<file path="config.mk">
export PLATFORM = sky130hd
export DESIGN_NAME = message_rule_filter_unit
export DESIGN_NICKNAME = d
export VERILOG_FILES = /design/src/hdl/mrf_pkg.sv /design/src/hdl/mrf_cell.sv /design/src/hdl/message_rule_filter_unit.sv
export SDC_FILE = /design/constraint.sdc
export NUM_CORES = 2
export LEC_CHECK = 0
export BUFFER_PORTS_ARGS = -buffer_cell sky130_fd_sc_hd__buf_2
export CAP_MARGIN = 20
export CORE_UTILIZATION = 57
export CTS_BUF_LIST = sky130_fd_sc_hd__clkbuf_16
export CTS_CLUSTER_SIZE = 24
export DETAILED_ROUTE_END_ITERATION = 8
export HOLD_SLACK_MARGIN = 0.05
export PLACE_DENSITY = 0.76
export SLEW_MARGIN = 20
export SYNTH_ARGS = -nofsm -noshare
export SYNTH_HDL_FRONTEND = slang
export SYNTH_SLANG_ARGS = --single-unit
</file>
<file path="constraint.sdc">
create_clock -name i_clk -period 28.2 [get_ports i_clk]
set_clock_uncertainty 0.2 [all_clocks]
set_input_delay 5.64 -clock i_clk [delete_from_list [all_inputs] [get_ports i_clk]]
set_output_delay 5.64 -clock i_clk [all_outputs]
set_load 0.01 [all_outputs]
</file>
<file path="src/hdl/mrf_pkg.sv">
// Package for the message rule filter: item token, operator and request codes,
// and the single-rule compare function shared by the cell chain.
// No dependencies.
package mrf_pkg;

    localparam int NUM_FIELDS = 3;
    localparam int VAL_W      = 32;

    typedef enum logic [1:0] {
        REQ_CLEAR = 2'd0,
        REQ_ADD   = 2'd1,
        REQ_CHECK = 2'd2
    } t_req;

    typedef enum logic [2:0] {
        OP_NEVER = 3'd0,
        OP_EQ    = 3'd1,
        OP_NE    = 3'd2,
        OP_GE    = 3'd3,
        OP_GT    = 3'd4,
        OP_LE    = 3'd5,
        OP_LT    = 3'd6,
        OP_RANGE = 3'd7
    } t_op;

    typedef enum logic [1:0] {
        ST_OK     = 2'd0,
        ST_FULL   = 2'd1,
        ST_BADSEL = 2'd2
    } t_status;

    // what an item does as it walks the chain
    typedef enum logic [1:0] {
        CMD_NONE  = 2'd0,
        CMD_CLEAR = 2'd1,
        CMD_WRITE = 2'd2,
        CMD_CHECK = 2'd3
    } t_cmd;

    typedef struct packed {
        logic                                vld;
        t_cmd                                cmd;
        logic [1:0]                          fsel;
        t_op                                 op;
        logic [VAL_W-1:0]                    va;
        logic [VAL_W-1:0]                    vb;
        logic [NUM_FIELDS-1:0][VAL_W-1:0]    key;
        t_status                             status;
        logic [NUM_FIELDS-1:0]               any_vld;
        logic [NUM_FIELDS-1:0]               any_hit;
    } t_token;

    function automatic logic rule_hit(input t_op op, input logic [VAL_W-1:0] lo,
                                      input logic [VAL_W-1:0] hi,
                                      input logic [VAL_W-1:0] x);
        logic r;
        case (op)
            OP_EQ:    r = (x == lo);
            OP_NE:    r = (x != lo);
            OP_GE:    r = (x >= lo);
            OP_GT:    r = (x > lo);
            OP_LE:    r = (x <= lo);
            OP_LT:    r = (x < lo);
            OP_RANGE: r = (x >= lo) && (x <= hi);
            default:  r = 1'b0;
        endcase
        return r;
    endfunction

endpackage

</file>
<file path="src/hdl/mrf_cell.sv">
// One cell of the rule chain: holds rule slot CELL_IDX of all three field lists,
// scores passing check items against it and forwards every item to the next cell.
// Depends on mrf_pkg.
module mrf_cell import mrf_pkg::*; #(
    parameter int SLOT_W   = 3,
    parameter int CELL_IDX = 0
) (
    input  logic              i_clk,
    input  logic              i_rst_n,
    input  logic              i_en,
    input  t_token            i_tok,
    input  logic [SLOT_W-1:0] i_slot,
    output t_token            o_tok,
    output logic [SLOT_W-1:0] o_slot
);

    t_op                   r_kind [NUM_FIELDS];
    logic [VAL_W-1:0]      r_low  [NUM_FIELDS];
    logic [VAL_W-1:0]      r_high [NUM_FIELDS];
    logic [NUM_FIELDS-1:0] r_vld, n_vld;
    logic [NUM_FIELDS-1:0] w_wr;
    logic                  r_tok_vld;
    t_token                r_tok, n_tok;
    logic [SLOT_W-1:0]     r_slot;

    always_comb begin
        n_tok = i_tok;
        for (int f = 0; f < NUM_FIELDS; f++) begin
            if (i_tok.cmd == CMD_CHECK) begin
                n_tok.any_vld[f] = i_tok.any_vld[f] | r_vld[f];
                n_tok.any_hit[f] = i_tok.any_hit[f] |
                    (r_vld[f] & rule_hit(r_kind[f], r_low[f], r_high[f], i_tok.key[f]));
            end
        end
    end

    always_comb begin
        n_vld = r_vld;
        w_wr  = '0;
        if (i_en && i_tok.vld) begin
            if (i_tok.cmd == CMD_CLEAR) begin
                n_vld = '0;
            end else if (i_tok.cmd == CMD_WRITE && i_slot == SLOT_W'(CELL_IDX)) begin
                for (int f = 0; f < NUM_FIELDS; f++) begin
                    if (i_tok.fsel == 2'(f)) begin
                        w_wr[f]  = 1'b1;
                        n_vld[f] = 1'b1;
                    end
                end
            end
        end
    end

    always_ff @(posedge i_clk) begin
        if (!i_rst_n) begin
            r_vld     <= '0;
            r_tok_vld <= 1'b0;
        end else begin
            r_vld <= n_vld;
            if (i_en) begin
                r_tok_vld <= i_tok.vld;
            end
        end
    end

    always_ff @(posedge i_clk) begin
        for (int f = 0; f < NUM_FIELDS; f++) begin
            if (w_wr[f]) begin
                r_kind[f] <= i_tok.op;
                r_low[f]  <= i_tok.va;
                r_high[f] <= i_tok.vb;
            end
        end
        if (i_en) begin
            r_tok  <= n_tok;
            r_slot <= i_slot;
        end
    end

    always_comb begin
        o_tok     = r_tok;
        o_tok.vld = r_tok_vld;
    end
    assign o_slot = r_slot;

endmodule

</file>
<file path="src/hdl/message_rule_filter_unit.sv">
// Top level of the message rule filter: stream ports, list fill counts, the cell chain
// and the result register.
// Depends on mrf_pkg and mrf_cell.

// Message filter over size, tag and communicator id, each with a list of up to
// RULES_PER_FIELD rules. Every item (clear, add rule, check message) gives one result.
// Items walk a chain of RULES_PER_FIELD cells, one cell per cycle, each cell holding one
// rule slot of every list; while the chain is not held the block takes one item per cycle,
// and each result passes through the cell registers and then the result register.
// When the result is not taken the whole chain holds. Add status is decided
// at intake from the fill counts, so a full list or bad field select is reported on the
// add's own result.
module message_rule_filter_unit import mrf_pkg::*; #(
    parameter int RULES_PER_FIELD = 8
) (
    input  logic         i_clk,
    input  logic         i_rst_n,
    input  logic         s_axis_tvalid,
    output logic         s_axis_tready,
    // field_sel[1:0], new_rule_op[4:2], value_a[36:5], value_b[68:37],
    // msg_size[100:69], msg_tag[132:101], msg_comm[164:133], zero pad [167:165]
    input  logic [167:0] s_axis_tdata,
    // req_type[1:0]
    input  logic [1:0]   s_axis_tuser,
    output logic         m_axis_tvalid,
    input  logic         m_axis_tready,
    // matches_res[0], status[2:1], zero pad [7:3]
    output logic [7:0]   m_axis_tdata
);

    localparam int CNT_W  = $clog2(RULES_PER_FIELD + 1);
    localparam int SLOT_W = (RULES_PER_FIELD > 1) ? $clog2(RULES_PER_FIELD) : 1;

    logic              w_en;
    logic              w_acc;
    t_req              w_req;
    t_token            w_tok  [RULES_PER_FIELD+1];
    logic [SLOT_W-1:0] w_slot [RULES_PER_FIELD+1];
    logic [CNT_W-1:0]  r_count [NUM_FIELDS];
    logic [CNT_W-1:0]  n_count [NUM_FIELDS];
    t_token            n_entry;
    logic [SLOT_W-1:0] n_entry_slot;
    logic              r_out_valid;
    logic              r_out_match;
    t_status           r_out_status;
    t_token            w_last;
    logic              w_pass;

    assign w_en          = !r_out_valid || m_axis_tready;
    assign s_axis_tready = w_en;
    assign w_acc         = s_axis_tvalid && s_axis_tready;
    assign w_req         = t_req'(s_axis_tuser);

    // intake: decode request, settle add status and slot from the fill counts
    always_comb begin
        n_entry         = '0;
        n_entry.vld     = w_acc;
        n_entry.fsel    = s_axis_tdata[1:0];
        n_entry.op      = t_op'(s_axis_tdata[4:2]);
        n_entry.va      = s_axis_tdata[36:5];
        n_entry.vb      = s_axis_tdata[68:37];
        n_entry.key[0]  = s_axis_tdata[100:69];
        n_entry.key[1]  = s_axis_tdata[132:101];
        n_entry.key[2]  = s_axis_tdata[164:133];
        n_entry.cmd     = CMD_NONE;
        n_entry.status  = ST_OK;
        n_entry_slot    = '0;
        for (int f = 0; f < NUM_FIELDS; f++) begin
            n_count[f] = r_count[f];
        end
        if (w_acc) begin
            case (w_req)
                REQ_CLEAR: begin
                    n_entry.cmd = CMD_CLEAR;
                    for (int f = 0; f < NUM_FIELDS; f++) begin
                        n_count[f] = '0;
                    end
                end
                REQ_ADD: begin
                    if (s_axis_tdata[1:0] >= 2'(NUM_FIELDS)) begin
                        n_entry.status = ST_BADSEL;
                    end else if (r_count[s_axis_tdata[1:0]] == CNT_W'(RULES_PER_FIELD)) begin
                        n_entry.status = ST_FULL;
                    end else begin
                        n_entry.cmd  = CMD_WRITE;
                        n_entry_slot = r_count[s_axis_tdata[1:0]][SLOT_W-1:0];
                        n_count[s_axis_tdata[1:0]] = r_count[s_axis_tdata[1:0]] + 1'b1;
                    end
                end
                REQ_CHECK: begin
                    n_entry.cmd = CMD_CHECK;
                end
                default: begin
                    n_entry.cmd = CMD_NONE;
                end
            endcase
        end
    end

    always_ff @(posedge i_clk) begin
        if (!i_rst_n) begin
            for (int f = 0; f < NUM_FIELDS; f++) begin
                r_count[f] <= '0;
            end
        end else begin
            for (int f = 0; f < NUM_FIELDS; f++) begin
                r_count[f] <= n_count[f];
            end
        end
    end

    assign w_tok[0]  = n_entry;
    assign w_slot[0] = n_entry_slot;

    for (genvar i = 0; i < RULES_PER_FIELD; i++) begin : g_cell
        mrf_cell #(
            .SLOT_W   (SLOT_W),
            .CELL_IDX (i)
        ) u_cell (
            .i_clk   (i_clk),
            .i_rst_n (i_rst_n),
            .i_en    (w_en),
            .i_tok   (w_tok[i]),
            .i_slot  (w_slot[i]),
            .o_tok   (w_tok[i+1]),
            .o_slot  (w_slot[i+1])
        );
    end

    assign w_last = w_tok[RULES_PER_FIELD];
    // a field passes when its list is empty or some rule hit
    assign w_pass = &(~w_last.any_vld | w_last.any_hit);

    always_ff @(posedge i_clk) begin
        if (!i_rst_n) begin
            r_out_valid <= 1'b0;
        end else if (w_en) begin
            r_out_valid <= w_last.vld;
        end
    end

    always_ff @(posedge i_clk) begin
        if (w_en && w_last.vld) begin
            r_out_match  <= (w_last.cmd == CMD_CHECK) && w_pass;
            r_out_status <= w_last.status;
        end
    end

    assign m_axis_tvalid = r_out_valid;
    assign m_axis_tdata  = {5'b0, r_out_status, r_out_match};

    for (genvar f = 0; f < NUM_FIELDS; f++) begin : g_chk
        a_count_bound: assert property (@(posedge i_clk) disable iff (!i_rst_n)
            r_count[f] <= CNT_W'(RULES_PER_FIELD))
            else $error("fill count above list size");

        a_count_incr: assert property (@(posedge i_clk) disable iff (!i_rst_n)
            (w_acc && n_entry.cmd == CMD_WRITE && n_entry.fsel == 2'(f))
                |=> r_count[f] == CNT_W'($past(r_count[f]) + 1'b1))
            else $error("accepted rule add did not bump fill count");
    end

    a_clear_counts: assert property (@(posedge i_clk) disable iff (!i_rst_n)
        (w_acc && w_req == REQ_CLEAR)
            |=> (r_count[0] == '0 && r_count[1] == '0 && r_count[2] == '0))
        else $error("clear left a nonempty fill count");

    a_match_only_check: assert property (@(posedge i_clk) disable iff (!i_rst_n)
        (m_axis_tvalid && m_axis_tdata[2:1] != ST_OK) |-> !m_axis_tdata[0])
        else $error("match flagged on a dropped rule add");

endmodule
</file>
# --- Yosys cells after proc, flatten, opt, wreduce, memory -nomap -nowiden ---
# Memory sizes are Yosys's and may differ from the RTL's.
# Cells that the tools add are included.
op_classes:
  n_addsub: 1
  order_cmp: 123
  n_eq_ne: 267
  n_mux: 392
  bitwise: 74
  reduce_logical: 163
ops:
  columns: ["operator", "n"]
  rows:
  - ["<= comparator 32 bit", 48]
  - ["two-way mux 32 bit", 32]
  - ["OR reduction 32 bit", 32]
  - ["== test 32 bit", 24]
  - ["greater-or-equal comparator 32 bit", 24]
  - ["> comparator 32 bit", 24]
  - ["< comparator 32 bit", 24]
  - ["!= test 32 bit", 24]
  - ["== test 3 bit (second input constant)", 100]
  - ["two-way mux 1 bit", 213]
  - ["two-way mux 3 bit", 60]
  - ["one-hot mux 1 bit (7 select lines)", 24]
  - ["== test 3 x 2 -> 1 bit (second input constant)", 50]
  - ["two-way mux 2 bit", 52]
  - ["== test 3 x 1 -> 1 bit (second input constant)", 25]
  - ["AND reduction 3 bit", 25]
  - ["nonzero test 2 bit", 32]
  - ["== test 2 bit (second input constant)", 26]
  - ["OR reduction 3 bit", 17]
  - ["OR 1 bit", 45]
  - ["logical AND 1 bit", 44]
  - ["two-way mux 12 bit", 3]
  - ["== test 2 x 1 -> 1 bit (second input constant)", 17]
  - ["AND 1 bit", 24]
  - ["19 further kinds", 31]
totals:
  regBits: 1292
  ramBits: 1620
  inputBits: 174
  output_inout_bits: 10
  elab_cells: 1169
  memories: 25
mem_list:
  columns: ["name", "depth", "width", "read_ports", "rd_ports_with_merged_regs", "write_ports", "line", "text"]
  rows:
  - ["g_cell[0].u_cell.r_high", 3, 32, 3, 0, 1, "mrf_cell.sv:19", "logic [VAL_W-1:0] r_high [NUM_FIELDS];"]
  - ["g_cell[0].u_cell.r_low", 3, 32, 3, 0, 1, "mrf_cell.sv:18", "logic [VAL_W-1:0] r_low [NUM_FIELDS];"]
  - ["g_cell[1].u_cell.r_high", 3, 32, 3, 0, 1, "mrf_cell.sv:19", null]
  - ["g_cell[1].u_cell.r_low", 3, 32, 3, 0, 1, "mrf_cell.sv:18", null]
  - ["g_cell[2].u_cell.r_high", 3, 32, 3, 0, 1, "mrf_cell.sv:19", null]
  - ["g_cell[2].u_cell.r_low", 3, 32, 3, 0, 1, "mrf_cell.sv:18", null]
  - ["19 more memories", null, null, null, null, null, null, null]

# --- Depth between registers and ports, before layout ---
# An unclocked memory read counts as a cell.
logic_depth:
  depth_word: 16
  depth_mapped: 10
  mapped_depth_nobuf: 10

# --- Modules after synthesis ---
# From an unflattened synthesis, not the netlist that was laid out.
hier_totals:
  cells_unflattened: 9062
  area_unflattened_um2: 134144.9
modules_own_cells:
  columns: ["module", "n_inst", "cells_each", "area_each_um2", "seq_area_each_um2"]
  rows:
  - ["mrf_cell at g_cell[1].u_cell ...", 2, 1120, 16659.7, 11461.0]
  - ["mrf_cell at g_cell[5].u_cell ...", 2, 1119, 16631.0, 11461.0]
  - ["mrf_cell at g_cell[4].u_cell ...", 2, 1120, 16625.9, 11461.0]
  - ["mrf_cell at g_cell[3].u_cell", 1, 1121, 16659.7, 11461.0]
  - ["mrf_cell at g_cell[0].u_cell", 1, 1120, 16657.2, 11461.0]
  - ["message_rule_filter_unit", 1, 103, 994.7, 350.3]

# --- Worst setup path before layout ---
# No wires, ideal clock.
synth_path:
  path_kind: "input-to-reg"
  startpoint: "input port m_axis_tready"
  endpoint: "memory g_cell[4].u_cell.r_high[2][0], in the netlist g_cell[4].u_cell.r_high[0][64] (enable)"
  setup_time_ps: 591
  t_arrival_ps: 27423
  required_ps: 27409
  slack_ps: -14
  stages: 6
  n_path_buf: 2
  path_cell_list: "nor2b_1 > buf_2 > inv_2 > buf_2 > nand4_1 > nor3b_1"
synth_via:
  word_cells_on_any_way: 15
  cone_classes: "11 x mux; 4 x reduce/logical"
synth_rtl:
  columns: ["element", "line", "text"]
  rows:
  - ["from (decl)", "message_rule_filter_unit.sv:26", "input logic m_axis_tready,"]
  - ["logical OR 1 bit (*)", "message_rule_filter_unit.sv:49", "assign w_en = !r_out_valid || m_axis_tready;"]
  - ["via s_axis_tready", "message_rule_filter_unit.sv:19", "output logic s_axis_tready,"]
  - ["logical AND 1 bit (*)", "mrf_cell.sv:40", "if (i_en && i_tok.vld) begin"]
  - ["two-way mux 3 bit (*)", "mrf_cell.sv:40", null]
  - ["via g_cell[4].u_cell.w_wr[2]", "mrf_cell.sv:21", "logic [NUM_FIELDS-1:0] w_wr;"]
  - ["two-way mux 1 bit (*)", "mrf_cell.sv:68", "if (w_wr[f]) begin"]
  - ["two-way mux 1 bit (implied by the code) (*)", "mrf_cell.sv:71", "r_high[f] <= i_tok.vb;"]
  - ["OR reduction 32 bit (no source line)", null, null]
  - ["two-way mux 2 bit (no source line) / two-way mux 1 bit (equally long branches)", null, null]
  - ["to (decl)", "mrf_cell.sv:19", null]
# Mark *: on every way through the listed nets, which the timed path passes. The rest lies on a longest branch.

# --- Worst setup path after layout ---
layout_path:
  startpoint: "input port m_axis_tready"
  endpoint: "output port s_axis_tready"
layout_via:
  elab_chain_cells: 1
layout_rtl:
  columns: ["element", "line"]
  rows:
  - ["logical OR 1 bit", "message_rule_filter_unit.sv:49"]
  - ["to (decl)", "message_rule_filter_unit.sv:19"]
# Every way passes these cells.

==> summary.txt <==
Status
  – Status: complete, but fails checks
  – Failing checks: DRC

Clocking
  – Hold buffers post-CTS: 0
  – Clock transition at path regs: 0.06 ns
  – Worst-Skew Late Latency: 0.94 ns
  – H-tree levels: 5
  – Total CTS buffers: 304
  – TritonCTS clock tree: built
  – Post-CTS Resized: 0
  – CTS sink cnt: 2912
  – CTS Buffer Depth: 4
  – Root Driver: clkbuf_16
  – Post-CTS setup buffers: 0

Detailed routing
  – Iteration-0 DRC Markers: 6662
  – DRT Pass-1 Iters: 9
  – Via count: 73.41k
  – Antenna-violating nets left: 0
  – DRC viols: 1
  – Final wirelength: 299500 um
  – Wirelength per Cell: 23.82 um
  – Via-to-Cell Ratio: 5.840

Worst setup path
  – CP endpoint kind: output pin
  – Top fanout value on the critical path: 76
  – Critical R2R Launch: m_axis_tvalid
  – Critical path arrival: 6.94 ns
  – Worst reg2reg setup slack: 23.10 ns
  – Worst EP required: 22.36 ns
  – Critical path launch point type: primary input
  – Worst R2R Path Depth: 9
  – WS Path Type: in -> out
  – Crit Reg-Reg Endpoint: g_cell[0].u_cell.r_high[0][55]

Timing
  – Peak Freq: 78.23 MHz
  – Measured slew at the worst slew-check pin: 1.203 ns
  – Fin. max-slew vios: 0
  – TNS Setup: 0 ns
  – Final Cycle Share: 45.33%
  – Minimum clock period: 12.78 ns
  – Final hold viol count: 0
  – Hold WS: 0.2137 ns
  – Worst rel slew slack: 19.03%
  – Final setup violation count: 0
  – RSZ-0062 raised after global routing: no

Floorplan
  – Io pins: 184
  – Site Rows: 174
  – Die Y: 477.4 um
  – Width of the die: 477.4 um
  – Starting Density: 57.34%
  – Die Area: 227900 um^2
  – Core box area: 224700 um^2

Pwr
  – PD cells: 63.35 nW/um^2
  – Gate power share: 3.1%
  – Max IR drop VDD: 0.07361 mV
  – Final Power: 9.093 mW
  – Static Leak: 60.75 nW
  – Sw Share: 20.76%
  – Cell-internal power: 7.205 mW
  – Sequential power share: 54.8%
  – Psw: 1.888 mW
  – Clk network pwr share: 42.1%

GRT
  – Largest net degree at the start of global routing: 165
  – First-pass GRT wire length: 444100 um
  – Global Route Usage Sum: 26.26%
  – Initial antenna violation count: 7
  – Number of global-route vias before repair: 75.34k
  – GRT overflow: 0

Synthesis
  – Register area share after synthesis: 67.53%
  – Synth Area per Inst: 14.60 um^2
  – Number of synthesized flops with an enable pin: 2867
  – Post-synthesis cell type count: 77
  – Ys async rst share: 0%
  – Yosys Warn Count: 0
  – Post-synthesis register bit count: 2912
  – Cells after synthesis: 8821
  – Synth Flop Type: edfxtp_1
  – Post-Syn Area: 128800 um^2

Placed design
  – Total placed cells including tap cells: 12.04k
  – Port Buffers: 175
  – Post-DP Area: 134000 um^2
  – Post-DP HPWL: 230800 um
  – GP Congestion: 0.9510

Worst hold path
  – Hold Path End: g_cell[7].u_cell.o_tok[7]
  – Worst hold path type: reg -> reg
  – Hold Startpoint: g_cell[6].u_cell.o_tok[7]
  – Hold depth: 0

Finish
  – Final instance area: 143500 um^2
  – Non-filler cells, final: 12.57k
  – Nets@finish: 11.07k
  – Commonest non-fill, non-tap cells in the layout: edfxtp_1 (2867), inv_1 (1617), ha_1 (1538)
  – Area grow syn2layout: 11.42%
  – Most common cell after layout, fill and taps aside: edfxtp_1
  – Share of cells above drive strength 1: 7.602%

Job
  – Max_cap viols: 0
worst max-delay path by stage:
stage	start	end	slack, ns	cells past startpoint
floorplan	m_axis_tready	g_cell[6].u_cell.r_vld[1]	7.04	8
global route	m_axis_tready	s_axis_tready	15.39	5
detailed placement	m_axis_tready	s_axis_tready	15.43	5
CTS	m_axis_tready	s_axis_tready	15.42	5
global placement	m_axis_tready	s_axis_tready	15.46	5
finish	m_axis_tready	s_axis_tready	15.42	5
logic make-up after synthesis:
family                   share of synthesized area (%)
flip-flops                                       67.53
AND/OR/NAND/NOR                                  5.675
AO/OA/AOI/OAI                                    6.888
multiplexers                                    0.3079
other                                         0.002911
adder cells (fa/ha/maj)                          14.94
buffers and inverters                            4.616
XOR/XNOR                                       0.04759
final cells by class:
cell class | count | area [um^2]
Clock buffer | 315 | 7883
Timing Repair Buffer | 244 | 1450
Antenna cell | 3 | 7.507
Sequential cell | 2912 | 86990
Tap cell | 2992 | 3744
Fill cell | 15632 | 81140
Inverter | 1560 | 5863
Multi-Input combinational cell | 4336 | 36050
Clock inverter | 209 | 1551
per-stage QoR:
stage               utilization (%)  worst slack [ns]
floorplan                         -             7.037
detailed placement            59.66             15.43
finish                        63.89             15.42
global route                  63.88             15.39
CTS                           63.86             15.42
global placement              59.66             15.46
power by group through the flow:
stage / sequential [mW] / combinational [mW] / clock [mW]
5_1_grt: 4.99 / 0.318 / 4.05
3_5_place_dp: 5.07 / 0.279 / 0
3_3_place_gp: 5.06 / 0.256 / 0
6_report: 4.98 / 0.283 / 3.83
4_1_cts: 4.98 / 0.283 / 3.88
2_1_floorplan: 4.99 / 0.177 / 0
synth_stat cells (all sizes together) (8+ instances only):
library cell,n,area share [%]
nor3b,22,0.13
nand4,340,1.7
buf,10,0.051
ha,1538,15
a31o,13,0.088
nor4,52,0.28
inv,1560,4.5
a21oi,565,2.2
a32oi,8,0.054
a31oi,21,0.10
nand2,278,0.81
nor2,144,0.42
and2,15,0.073
a21o,272,1.6
and3,17,0.083
a221o,11,0.085
or4,8,0.047
dfxtp,45,0.70
and4,35,0.24
o31ai,11,0.064
a221oi,21,0.14
o211a,18,0.14
o21ai,198,0.77
o211ai,50,0.29
o41ai,17,0.12
a2111oi,19,0.13
nand3,162,0.63
nand2b,59,0.29
or3,8,0.039
edfxtp,2867,67
nor3,74,0.29
a211oi,47,0.27
nor2b,97,0.47
o31a,10,0.068
mux2i,25,0.19
mux2,13,0.11
o21a,29,0.17
a21boi,30,0.17
a22o,16,0.11
state kept, by name, summed over array words and instances (netlist names):
name	cells
g_cell.u_cell.r_kind	72
g_cell.u_cell.o_slot	21
m_axis_tvalid	1
g_cell.u_cell.r_vld	24
g_cell.u_cell.r_tok_vld	8
r_out_match	1
g_cell.u_cell.o_tok	1235
r_out_status	2
r_count	12
g_cell.u_cell.r_high	768
g_cell.u_cell.r_low	768
per-layer routing:
layer	share of wire, %	vias up	track usage [%]
li1	-	33902	-
met1	40	36201	33.02
met2	48	2523	43.24
met3	5.2	774	3.025
met4	7.3	10	17.21
met5	0.023	-	0
worst max-delay path, stage by stage:
cell	delay (ns)
buf_2	0.19
nor2b_2	0.06
buf_4	0.21
inv_8	0.47
buf_2	0.29
Note: power is estimated with default switching activity, not from simulation.
